$ cat config.mk
export PLATFORM = sky130hd
export DESIGN_NAME = wsg_ram
export DESIGN_NICKNAME = d
export VERILOG_FILES = /design/src/sv/wsg_ram.sv
export SDC_FILE = /design/constraint.sdc
export NUM_CORES = 1
export LEC_CHECK = 0
export BUFFER_PORTS_ARGS = -buffer_cell sky130_fd_sc_hd__buf_2
export CAP_MARGIN = 20
export CORE_MARGIN = 2
export CORE_UTILIZATION = 55
export DETAILED_ROUTE_END_ITERATION = 10
export GPL_TIMING_DRIVEN = 0
export PLACE_DENSITY = 0.74
export SETUP_SLACK_MARGIN = 0.3
export SLEW_MARGIN = 40
export SYNTH_ARGS = -nofsm -noshare
export SYNTH_HDL_FRONTEND = slang
export SYNTH_SLANG_ARGS = --single-unit
$ cat constraint.sdc
create_clock -name clk -period 5.8 [get_ports clk]
set_input_delay 0.29 -clock clk [delete_from_list [all_inputs] [get_ports clk]]
set_output_delay 0.29 -clock clk [all_outputs]
set_load 0.005 [all_outputs]
$ cat src/sv/wsg_ram.sv
`timescale 1ns / 1ps
// ----------------------------------------------------------------------------
// wsg_ram
// Generic single-write, single-read RAM with registered read data.
// ----------------------------------------------------------------------------
module wsg_ram #(
  parameter int WIDTH = 8,
  parameter int DEPTH = 160
) (
  input  logic                     clk,
  input  logic                     we,
  input  logic [$clog2(DEPTH)-1:0] waddr,
  input  logic [WIDTH-1:0]         wdata,
  input  logic [$clog2(DEPTH)-1:0] raddr,
  output logic [WIDTH-1:0]         rdata
);

  logic [WIDTH-1:0] mem [DEPTH];

  always_ff @(posedge clk) begin
    if (we) begin
      mem[waddr] <= wdata;
    end
    rdata <= mem[raddr];
  end

endmodule

=== After elaboration in Yosys (flattened, before gate mapping) ===
Memory sizes are Yosys's and may differ from the RTL's. A register that Yosys moved wholly into a read port is not among the register bits.
Cells that the tools add are included.

* Flip-flop bits (word level): 0
* Bits in writable memories: 1280
* Output and inout bits: 8
* Word-level logic and storage cells: 3
* Memories kept: 1

{| class="wikitable"
|+ Memory list
! memory !! depth !! width !! rd ports !! clocked after memory_dff !! write ports !! RTL line !! text
|-
| mem || 160 || 8 || 1 || 1 || 1 || 18 || <nowiki>logic [WIDTH-1:0] mem [DEPTH];</nowiki>
|}

* Muxes and demuxes: 2

{| class="wikitable"
|+ Operator list
! operator !! number
|-
| $mux W1 || 2
|}

=== Depth between registers and ports, before layout ===
* Depth in word-level cells: 2
* Depth in mapped cells: 12
* Mapped depth without buffers: 6

=== Worst setup path after synthesis ===
OpenSTA, ideal clock, no wires.

* Path type: input port to flip-flop
* Start: input raddr[0]
* End: register rdata[3], read port of mem
* Setup time: 0.120 ns
* Data arrival time: 2.067 ns
* Required time: 5.680 ns
* Setup slack: 3.613 ns
* Stages on the path: 8
* Buffers on the path: 2
* Cell sequence: buf_6 buf_6 mux4_1 mux2i_1 o22ai_1 or4_1 nor3_1 nor3_1

{| class="wikitable"
|+ RTL lines
! item !! RTL line !! text
|-
| start: declaration || 14 || <nowiki>input logic [$clog2(DEPTH)-1:0] raddr,</nowiki>
|-
| end: declaration || 15 || <nowiki>output logic [WIDTH-1:0] rdata</nowiki>
|}

==> run summary <==
TritonCTS clock tree - done
Post-Synth XOR/XNOR Area - 0
Max VDD drop - 0.285 mV
Most common cell in the synthesized netlist - edfxtp_1
Critical path required time - 6320 ps
Complex-gate fraction of the synthesized area - 0.0309
CTS resizes - 0
Pins Over Slew Limit - 0
Outcome - finished with violations
Post-synth EDFFs - 1280
Warnings, synthesis - 0
Largest family of logic cells by synthesized area - multiplexers
Die Wd - 307 um
Pwr Density - 343 nW/um^2
Share of cells above drive strength 1 - 0.230
Clock Skew - 21.3 ps
Placer Congestion - 1.03
CP Launch Type - primary input
Syn nets - 2515
Post-CTS Setup Bufs - 0
Vias/cell - 6.77
Total GRT Usage - 0.286
Top cells by count, synth - edfxtp_1 (1280), mux4_2 (215), nor2_1 (184), mux2i_1 (160), clkbuf_1 (65)
Top cells by area, synth - edfxtp_1 (76%), mux4_2 (9.6%), mux2i_1 (3.2%), nor2_1 (1.4%), mux4_1 (1.3%)
Area Growth Syn to Fin - 12.5%
Fin util - 0.621
DRT Wirelength - 134 mm
GRT Residual Overflow - 0
Number of top-level pins - 34
Adder-Cell Fraction of Synth Area - 0
RSZ-0062 raised after global routing - no
Initial core utilization - 0.552
Reg clk slew, reported paths - 60 ps
Vias in the first global route - 26300
Fin crit share - 0.607
Largest stage delay on the critical path - 760 ps
Synth Register Bits - 1288
Wire length per cell - 33.9 um
Fin nets - 2678
Synth Instances - 2489
Site row count - 111
Max_cap viols - 0
Area leader, netlist - edfxtp_1
Drt drc - 1
CTS Sinks - 1288
Total vias in the final route - 26700
Proportion of synthesized flip-flops having asynchronous set or reset - 0
Critical Path AT - 4040 ps
CTS buffer count - 120
Final min period - 3520 ps
1st-pass router iterations - 11
Kind of critical path - in -> reg
Yosys top cell area share - 0.763
IO Port Bufs - 26
Clock Path Buffers - 3
Die span in y - 307 um
Syn avg cell area - 20.2 um^2
Die ar. - 94000 um^2
Crit path max-delay cell type - clkbuf_1
Mux cell area share after synthesis - 0.149
Clk root buf - clkbuf_16
Top FF cell, synth - edfxtp_1
Worst hold path class - in -> reg
Most frequent CP cell - nand3_1
Synth Cell Area - 50400 um^2
Remaining antenna violation count - 0
Post-synth cell types - 40
Initial antenna violation count - 10
Simple-gate portion of the synthesized area - 0.0357
Worst Path Buf+Inv - 4
First-pass GRT wire length - 189 mm
H-tree depth - 3
Clk Latency, worst-skew pair - 710 ps
Flop2flop setup slack - 2580 ps
DP HPWL - 90.8 mm
Post-synthesis sequential area ratio - 0.766
Largest fanout on the critical path - 10
Worst-Margin Slew - 1030 ps
FMAX - 0.284 GHz
Total negative slack - 0 ps
Core area - 91200 um^2
Violated checks - DRC
Final hold slack - 5.52 ps
Worst-path cell chain - buf_2 -> buf_4 -> buf_1 -> clkbuf_1 -> nand3_1 -> a32oi_1 -> nand3_1 -> nor3_1
DRT iter0 DRCs - 4274
Power, Total - 0.0194 W
CP delay by family, top - buffers and inverters
Relative slew slack - 0.309
Largest net degree at the start of global routing - 107
Hold Fails Final Rpt - 0
Leakage power - 17.8 nW
Final setup fails - 0
Critical Path Sink Type - flip-flop
Hold-fix buffers, CTS - 2
## final timing paths
| kind | startpoint | to | depth (start not counted) |
|---|---|---|---|
| hold reg to reg | mem[22][6] | rdata[6] | 4 |
| setup reg to reg | mem[115][7] | rdata[7] | 6 |
| setup / recovery | raddr[2] | rdata[4] | 8 |
| hold / removal | wdata[4] | mem[40][4] | 1 |
## placed cells by master (no fill, tap or decap), types with 9 or more instances in the layout
| master | instances |
|---|---|
| clkbuf_16 | 121 |
| o22ai_1 | 54 |
| nor3_1 | 41 |
| buf_2 | 38 |
| nor2_1 | 111 |
| nor4_1 | 11 |
| mux2_2 | 36 |
| nor2_2 | 73 |
| buf_4 | 17 |
| mux2i_1 | 160 |
| nand4_1 | 16 |
| a22oi_1 | 24 |
| nand2_1 | 51 |
| clkinv_2 | 18 |
| a21oi_1 | 33 |
| buf_6 | 38 |
| edfxtp_1 | 1280 |
| o211ai_1 | 12 |
| o221ai_1 | 41 |
| and2_1 | 10 |
| clkinv_1 | 25 |
| buf_8 | 9 |
| nor2b_1 | 25 |
| bufinv_16 | 20 |
| o21ai_0 | 13 |
| clkbuf_1 | 77 |
| mux4_1 | 25 |
| mux4_2 | 215 |
| clkbuf_2 | 13 |
| nand3_1 | 41 |
| a211oi_1 | 14 |
## cells by family after synthesis
kind of cell | after synthesis
simple gates | 398
compound gates | 221
buf+inv | 146
mux | 436
flops | 1288
## report_power, final
group	internal (W)	switching, W	leakage (nW)	total (W)
Clock	0.00471	0.00339	1.97	0.00810
Sequential	0.0103	0.00000680	11.6	0.0103
Combinational	0.000338	0.000703	4.25	0.00104
## area by class of cell
cell class                 count  area [um^2]
clock buffer                 145         3120
buffer                       143          928
antenna                        3         7.51
inverter                       3         11.3
sequential                  1288        38600
fill                        6077        34600
timing repair buffer          41          495
clock inverter                77          932
multi-input combinational   1055        11100
tap                         1186         1480
## metrics by stage
stage                     std cells  cell area (um^2)  setup slack (ps)
final                          3941             56700              2280
after floorplan                2489             50400              3610
after global placement         3701             52000              1540
after global routing           3940             56700              2450
after detailed placement       3714             52400              1720
after CTS                      3938             56500              2390
## metal layers
metal  vias up  track usage  share of wire
met2      1863        0.429           0.46
li1      10700            -              -
met3       361       0.0799           0.12
met5         -            0        0.00055
met4        12        0.131          0.049
met1     13700        0.394           0.37
## worst reg2reg max path: cells and delay by family, from the launching register on
| family | cells | cell delay, ps |
|---|---|---|
| AOI/OAI and AO/OA | 1 | 220 |
| DFF | 1 | 370 |
| muxes | 2 | 780 |
| and+or+nand+nor | 3 | 1660 |
## registers in the layout, indices dropped and copies added, names as in the netlist
name / flops
rdata: 8
mem: 1280
Power figures use the tool's default switching activity.
