<file path="src/sv/wsg_pkg.sv">
`timescale 1ns / 1ps
// ----------------------------------------------------------------------------
// wsg_pkg
// Shared constants and types for the five-voice wavetable generator.
// ----------------------------------------------------------------------------
package wsg_pkg;

  localparam int NUM_VOICES   = 5;
  localparam int WAVE_LEN     = 32;
  localparam int RATE_DIVIDER = 16;
  localparam int WAVE_BYTES   = NUM_VOICES * WAVE_LEN;
  localparam int PHASE_W      = 21;
  localparam int PER_W        = 12;
  localparam int DIVS_W       = PER_W + 1;
  localparam int MUL_W        = 25;
  localparam int PROD_W       = 2 * MUL_W;

  // phase step = 2^21 / (period + 1); the rate divider cancels out
  localparam int DIV_STEPS    = PHASE_W + 1;

  localparam logic [2:0] CMD_TICK  = 3'd0;
  localparam logic [2:0] CMD_WWR   = 3'd1;
  localparam logic [2:0] CMD_WRD   = 3'd2;
  localparam logic [2:0] CMD_VOL   = 3'd3;
  localparam logic [2:0] CMD_FREQ  = 3'd4;
  localparam logic [2:0] CMD_KEY   = 3'd5;

  localparam logic [1:0] REG_UPDATE_STEP = 2'd0;
  localparam logic [1:0] REG_GAIN        = 2'd1;
  localparam logic [1:0] REG_SHARE       = 2'd2;

  localparam logic [7:0]  SHARE_LO  = 8'h60;
  localparam logic [7:0]  SHARE_HI  = 8'h80;
  localparam logic [2:0]  LAST_CH   = 3'd4;
  localparam logic [14:0] SAT_MAX   = 15'h7fff;
  localparam logic [3:0]  MIN_PER   = 4'd8;

  // reciprocals: floor(x/5) = (x*209716)>>20 for x < 2^18,
  // floor(x/100) = (x*5368710)>>29 for x < 6e6
  localparam logic [MUL_W-1:0] RECIP5   = 25'd209716;
  localparam logic [MUL_W-1:0] RECIP100 = 25'd5368710;

  typedef enum logic [11:0] {
    ST_IDLE   = 12'b000000000001,
    ST_MIRROR = 12'b000000000010,
    ST_READ   = 12'b000000000100,
    ST_DIV    = 12'b000000001000,
    ST_SEL    = 12'b000000010000,
    ST_MUL1   = 12'b000000100000,
    ST_MUL2   = 12'b000001000000,
    ST_ACC    = 12'b000010000000,
    ST_MIX1   = 12'b000100000000,
    ST_MIX2   = 12'b001000000000,
    ST_MIX3   = 12'b010000000000,
    ST_OUT    = 12'b100000000000
  } state_t;

endpackage

</file>
<file path="src/sv/wsg_div.sv">
`timescale 1ns / 1ps
// ----------------------------------------------------------------------------
// wsg_div
// Restoring divider: 2^21 / divisor, one quotient bit per cycle.
// ----------------------------------------------------------------------------
module wsg_div (
  input  logic                        clk,
  input  logic                        rst_n,
  input  logic                        start,
  input  logic [wsg_pkg::DIVS_W-1:0]  divisor,
  output logic                        done,
  output logic [wsg_pkg::PHASE_W-1:0] quotient
);
  import wsg_pkg::*;

  localparam int CNT_W = $clog2(DIV_STEPS);

  logic               run_r, run_nxt;
  logic [CNT_W-1:0]   cnt_r, cnt_nxt;
  logic [DIVS_W-1:0]  d_r, d_nxt;
  logic [DIVS_W-1:0]  rem_r, rem_nxt;
  logic [PHASE_W:0]   q_r, q_nxt;
  logic               done_r, done_nxt;
  logic [DIVS_W:0]    trial;

  always_comb begin
    run_nxt  = run_r;
    cnt_nxt  = cnt_r;
    d_nxt    = d_r;
    rem_nxt  = rem_r;
    q_nxt    = q_r;
    done_nxt = 1'b0;
    // dividend is a single one at the top bit
    trial    = {rem_r, (cnt_r == CNT_W'(DIV_STEPS - 1))};
    if (start) begin
      run_nxt = 1'b1;
      cnt_nxt = CNT_W'(DIV_STEPS - 1);
      d_nxt   = divisor;
      rem_nxt = '0;
      q_nxt   = '0;
    end else if (run_r) begin
      if (trial >= {1'b0, d_r}) begin
        rem_nxt = DIVS_W'(trial - {1'b0, d_r});
        q_nxt   = {q_r[PHASE_W-1:0], 1'b1};
      end else begin
        rem_nxt = trial[DIVS_W-1:0];
        q_nxt   = {q_r[PHASE_W-1:0], 1'b0};
      end
      if (cnt_r == '0) begin
        run_nxt  = 1'b0;
        done_nxt = 1'b1;
      end else begin
        cnt_nxt = cnt_r - 1'b1;
      end
    end
  end

  always_ff @(posedge clk) begin
    if (!rst_n) begin
      run_r  <= 1'b0;
      done_r <= 1'b0;
      cnt_r  <= '0;
    end else begin
      run_r  <= run_nxt;
      done_r <= done_nxt;
      cnt_r  <= cnt_nxt;
    end
    d_r   <= d_nxt;
    rem_r <= rem_nxt;
    q_r   <= q_nxt;
  end

  assign done     = done_r;
  assign quotient = q_r[PHASE_W-1:0];

endmodule

</file>
<file path="config.mk">
export PLATFORM = sky130hd
export DESIGN_NAME = wsg_div
export DESIGN_NICKNAME = d
export VERILOG_FILES = /design/src/sv/wsg_pkg.sv /design/src/sv/wsg_div.sv
export SDC_FILE = /design/constraint.sdc
export NUM_CORES = 1
export LEC_CHECK = 0
export BUFFER_PORTS_ARGS = -buffer_cell sky130_fd_sc_hd__clkbuf_2
export CAP_MARGIN = 10
export CORE_MARGIN = 2
export CORE_UTILIZATION = 46
export DETAILED_ROUTE_END_ITERATION = 8
export GPL_TIMING_DRIVEN = 0
export PLACE_DENSITY = 0.66
export RECOVER_POWER = 50
export SLEW_MARGIN = 10
export SYNTH_ARGS = -nofsm -noshare
export SYNTH_HDL_FRONTEND = slang
export SYNTH_SLANG_ARGS = --single-unit
</file>
<file path="constraint.sdc">
create_clock -name clk -period 3.83 [get_ports clk]
set_clock_uncertainty 0.05 [all_clocks]
set_input_delay 0.383 -clock clk [delete_from_list [all_inputs] [get_ports clk]]
set_output_delay 0.383 -clock clk [all_outputs]
set_load 0.02 [all_outputs]
</file>
**After elaboration in Yosys (flattened, before gate mapping)**

Cells that the tools add are included.

- Register bits: 54
- Input bits: 16
- Logic and storage cells: 30
- Output and inout port bits: 22

- Muxes and demuxes: 9
- Magnitude comparators: 1
- Bitwise operators: 3
- Equality and inequality tests: 2
- Add/sub/neg operators: 2
- Reductions and logical operators: 6

Operators by type and width:

| cell | number |
|---|---|
| two-way mux 5 bit | 3 |
| greater-or-equal comparator 14 x 13 -> 1 bit | 1 |
| two-way mux 13 bit | 1 |
| subtractor 13 bit | 1 |
| equality test 5 bit (second input constant) | 1 |
| logical NOT 5 bit | 1 |
| two-way mux 1 bit | 5 |
| subtractor 5 x 1 -> 5 bit (second input constant) | 1 |
| AND reduction 2 bit | 2 |
| inverter 1 bit | 3 |
| OR reduction 3 bit | 1 |
| != test 2 bit (second input constant) | 1 |
| nonzero test 2 bit | 1 |
| OR reduction 2 bit | 1 |

**Depth between registers and ports, before layout**

- Depth after elaboration: 4
- Gate-level depth with buffers: 13
- Mapped depth without buffers: 12

**Worst setup path after synthesis**

Ideal clock, no wire load.

- Kind: flip-flop to flip-flop
- From: register cnt_r[1]
- To: register rem_r[10]
- Data arrival time: 2.830 ns
- Buffers on the path: 0
- Data required time: 3.692 ns
- Clock period less this slack: 2.968 ns
- Setup time: 0.088 ns
- Cell stages (with the launch flop): 13
- Path slack: 0.862 ns
- Cell sequence: dfxtp_1 inv_1 ha_1 nand4b_1 ha_1 inv_1 fa_1 a21o_2 a221oi_1 nor2_1 mux2i_1 or4_1 a311oi_2

- Cells in the longest elaborated chain, start to end: 3
- Elaborated cells on any way between the ends: 4
- Those cells by class: 1 x add/sub; 1 x order compare; 1 x eq/ne; 1 x mux

RTL lines:

| element | RTL line | text |
|---|---|---|
| from (decl) | wsg_div.sv:19 | `logic [CNT_W-1:0] cnt_r, cnt_nxt;` |
| from (signal assigned) | wsg_div.sv:66 | `cnt_r <= cnt_nxt;` |
| equality test 5 bit (*) | wsg_div.sv:34 | `trial = {rem_r, (cnt_r == CNT_W'(DIV_STEPS - 1))};` |
| subtractor 13 bit / greater-or-equal comparator 14 x 13 -> 1 bit (equally long branches) | wsg_div.sv:43, wsg_div.sv:42 |  |
| two-way mux 13 bit (*) | wsg_div.sv:42 | `if (trial >= {1'b0, d_r}) begin` |
| to (signal assigned) | wsg_div.sv:69 | `rem_r <= rem_nxt;` |
| to (decl) | wsg_div.sv:21 | `logic [DIVS_W-1:0] rem_r, rem_nxt;` |

Every way passes the cells marked *; elsewhere a longest branch is shown, timed or not.
A chain may end at the register's enable or synchronous reset.

**Worst setup path after layout**

Same ends and word-level chain as after synthesis.

==> impl_metrics.ini <==
[synthesis]
synth_top_cell_area_share = 0.289
synth.largest_area_cell = dfxtp_1
yosysUniqueCellTypes = 53
yosysSeqAreaShare = 0.426
synth_most_common_cell = nor2_1
async_flop_share = 0
post_synth.cell_area_avg_um2 = 9.47
synth_common_cells = nor2_1 (48), dfxtp_1 (41), mux2i_1 (25)
yosys-top-cells-area = dfxtp_1 (29%), edfxtp_1 (14%), mux2i_1 (8.8%), ha_1 (7.0%), nor2_1 (6.3%)
syn_inst = 300
syn_area_mm2 = 0.00284
ys_warn_count = 0
syn-num-nets = 333
synth_edf_count = 13
ys_ff_latch = 54
synth_flop_cell = dfxtp_1

[power]
vdd_drop_max_uv = 222
power_per_cell_area_mw_per_mm2 = 400
power.leakage_nw = 1.30
finalPower_mw = 1.28

[floorplan]
die_w_um = 82.6
core_area_mm2 = 0.00596
rows = 28
die_h_um = 82.6
io_pins = 38
start_util = 0.477
die_area_mm2 = 0.00682

[worst_setup_path]
crit_slowest_cell = a221oi_1
arrival_ns = 3.60
crit_buf_inv = 2
endpoint_kind = flip-flop
required_ns = 4.01
path_cells = inv_1 -> ha_1 -> nand4b_1 -> ha_1 -> inv_1 -> fa_1 -> a21o_2 -> a221oi_1 -> nor2_1 -> mux2i_1 -> or4_1 -> a311oi_2
crit_path_max_fanout = 4
cpPeakStageDelay_ns = 0.62
path_class = flip-flop to flip-flop
cp_top_family = compound AO/OA/AOI/OAI gates
worstSetupStartpointType = flip-flop

[routing]
wl_um = 5710
vias = 2267
wl_per_cell_um = 13.6
ant_nets = 0
viasPerCell = 5.40
drt-initial-drc-count = 95
drt-pass1-iter-count = 4
post-route-drc-count = 0

[clock_network]
clk_latency_ns = 0.31
ctsHtreeMaxLevel = 2
numCtsBuffers = 5
clock-sinks = 54
cts_tree = yes
cts-root-buf = clkbuf_8
clk_pin_slew_ns = 0.10
cts.path.max_buffers = 2
ctsResizeCount = 0
cts_hold_buf = 0
postCtsSetupBuffers = 0

[final_layout]
syn_to_final_growth_pct = 12.4
layout-drive-gt1-share = 0.125
diodes = 0
fillerInstances = 570
nets = 377

[sta]
rsz0062_at_grt = no
setup_violations = 0
worst_pin_slew_ns = 0.983
tns_ns = 0
max_freq_ghz = 0.293
finalCritPeriodShare = 0.892
fin_hold_ws_ns = 0.187
drv_slew = 0
finalWorstSetupSlack_ns = 0.413
slew_headroom = 0.345
period_needed_ns = 3.42
hold_violations = 0

[placement]
dp_slack_ns = 0.471
io_buffers = 37
gp_congestion = 0.830
dp_hpwl_um = 4090

[global_route]
antenna_found_initial = 0
grt_pass1_vias = 1932
track_usage = 0.175
grt_overflow_total = 0
grt_max_degree = 20
grt_pass1_wl_um = 9110

[job]
cap_violations = 0

[worst_hold_path]
hold_class = input pin to flip-flop

[outcome]
status = finished clean
sequential cells by signal, indices dropped and copies added (netlist names):
signal,flops
cnt_r,5
run_r,1
d_r,13
q_r,21
done,1
rem_r,13
per-stage QoR:
step / std cells / instance area (µm²) / utilization
after floorplan: 300 / 2840 / -
after global routing: 420 / 3190 / 0.536
after CTS: 420 / 3220 / 0.540
final: 420 / 3190 / 0.536
after detailed placement: 412 / 3120 / 0.524
after global placement: 412 / 3120 / 0.524
worst paths after layout:
check / from / endpoint / slack [ns] / depth (start not counted)
max: cnt_r[1]$_SDFFE_PP0P_ / rem_r[10]$_SDFFE_PP0P_ / 0.41 / 12
min: divisor[5] / d_r[5]$_DFFE_PP_ / 0.19 / 1
max reg2reg: cnt_r[1]$_SDFFE_PP0P_ / rem_r[10]$_SDFFE_PP0P_ / 0.41 / 12
min reg2reg: rem_r[6]$_SDFFE_PP0P_ / rem_r[7]$_SDFFE_PP0P_ / 0.46 / 2
area by class of cell:
cell class / count / area (µm²) / area share
plain buffers: 14 / 76.3 / 0.0239
clock buffers: 5 / 68.8 / 0.0215
clock inverters: 3 / 28.8 / 0.00901
inverters: 18 / 67.6 / 0.0212
multi-input cells: 214 / 1490 / 0.465
flip-flops and latches: 54 / 1210 / 0.379
well taps: 75 / 93.8 / 0.0294
repair buffers: 37 / 161 / 0.0505
layer usage:
metal,wire length (µm),vias up,GRT usage
met2,2500,43,0.267
met1,2890,1051,0.250
met4,74,0,0.0492
met3,244,8,0.0359
met5,0,-,0
li1,-,1165,-
logic make-up after synthesis:
group,count (synthesis),share of synthesized area
AO/OA/AOI/OAI,63,0.171
XOR/XNOR,7,0.0216
adder cells (fa/ha/maj),17,0.0775
buffers and inverters,32,0.0506
flip-flops,54,0.426
multiplexers,26,0.0920
AND/OR/NAND/NOR,101,0.161
power breakdown:
group	leakage, nW	switching [mW]	internal [mW]	total, mW
clock network	0.0502	0.204	0.136	0.340
registers	0.461	0.0180	0.613	0.631
logic	0.787	0.178	0.128	0.305
total	1.30	0.399	0.877	1.28
cells in the final DEF (no fill, tap or decap), types with 9 or more instances in the layout:
| cell | count |
|---|---|
| mux2i_1 | 25 |
| ha_1 | 16 |
| nand3_1 | 9 |
| inv_1 | 18 |
| clkbuf_2 | 18 |
| clkbuf_1 | 28 |
| a21oi_1 | 12 |
| nor2_1 | 48 |
| nand2_1 | 19 |
| dfxtp_1 | 41 |
| edfxtp_1 | 13 |
Note: power is estimated with default switching activity, not from simulation.
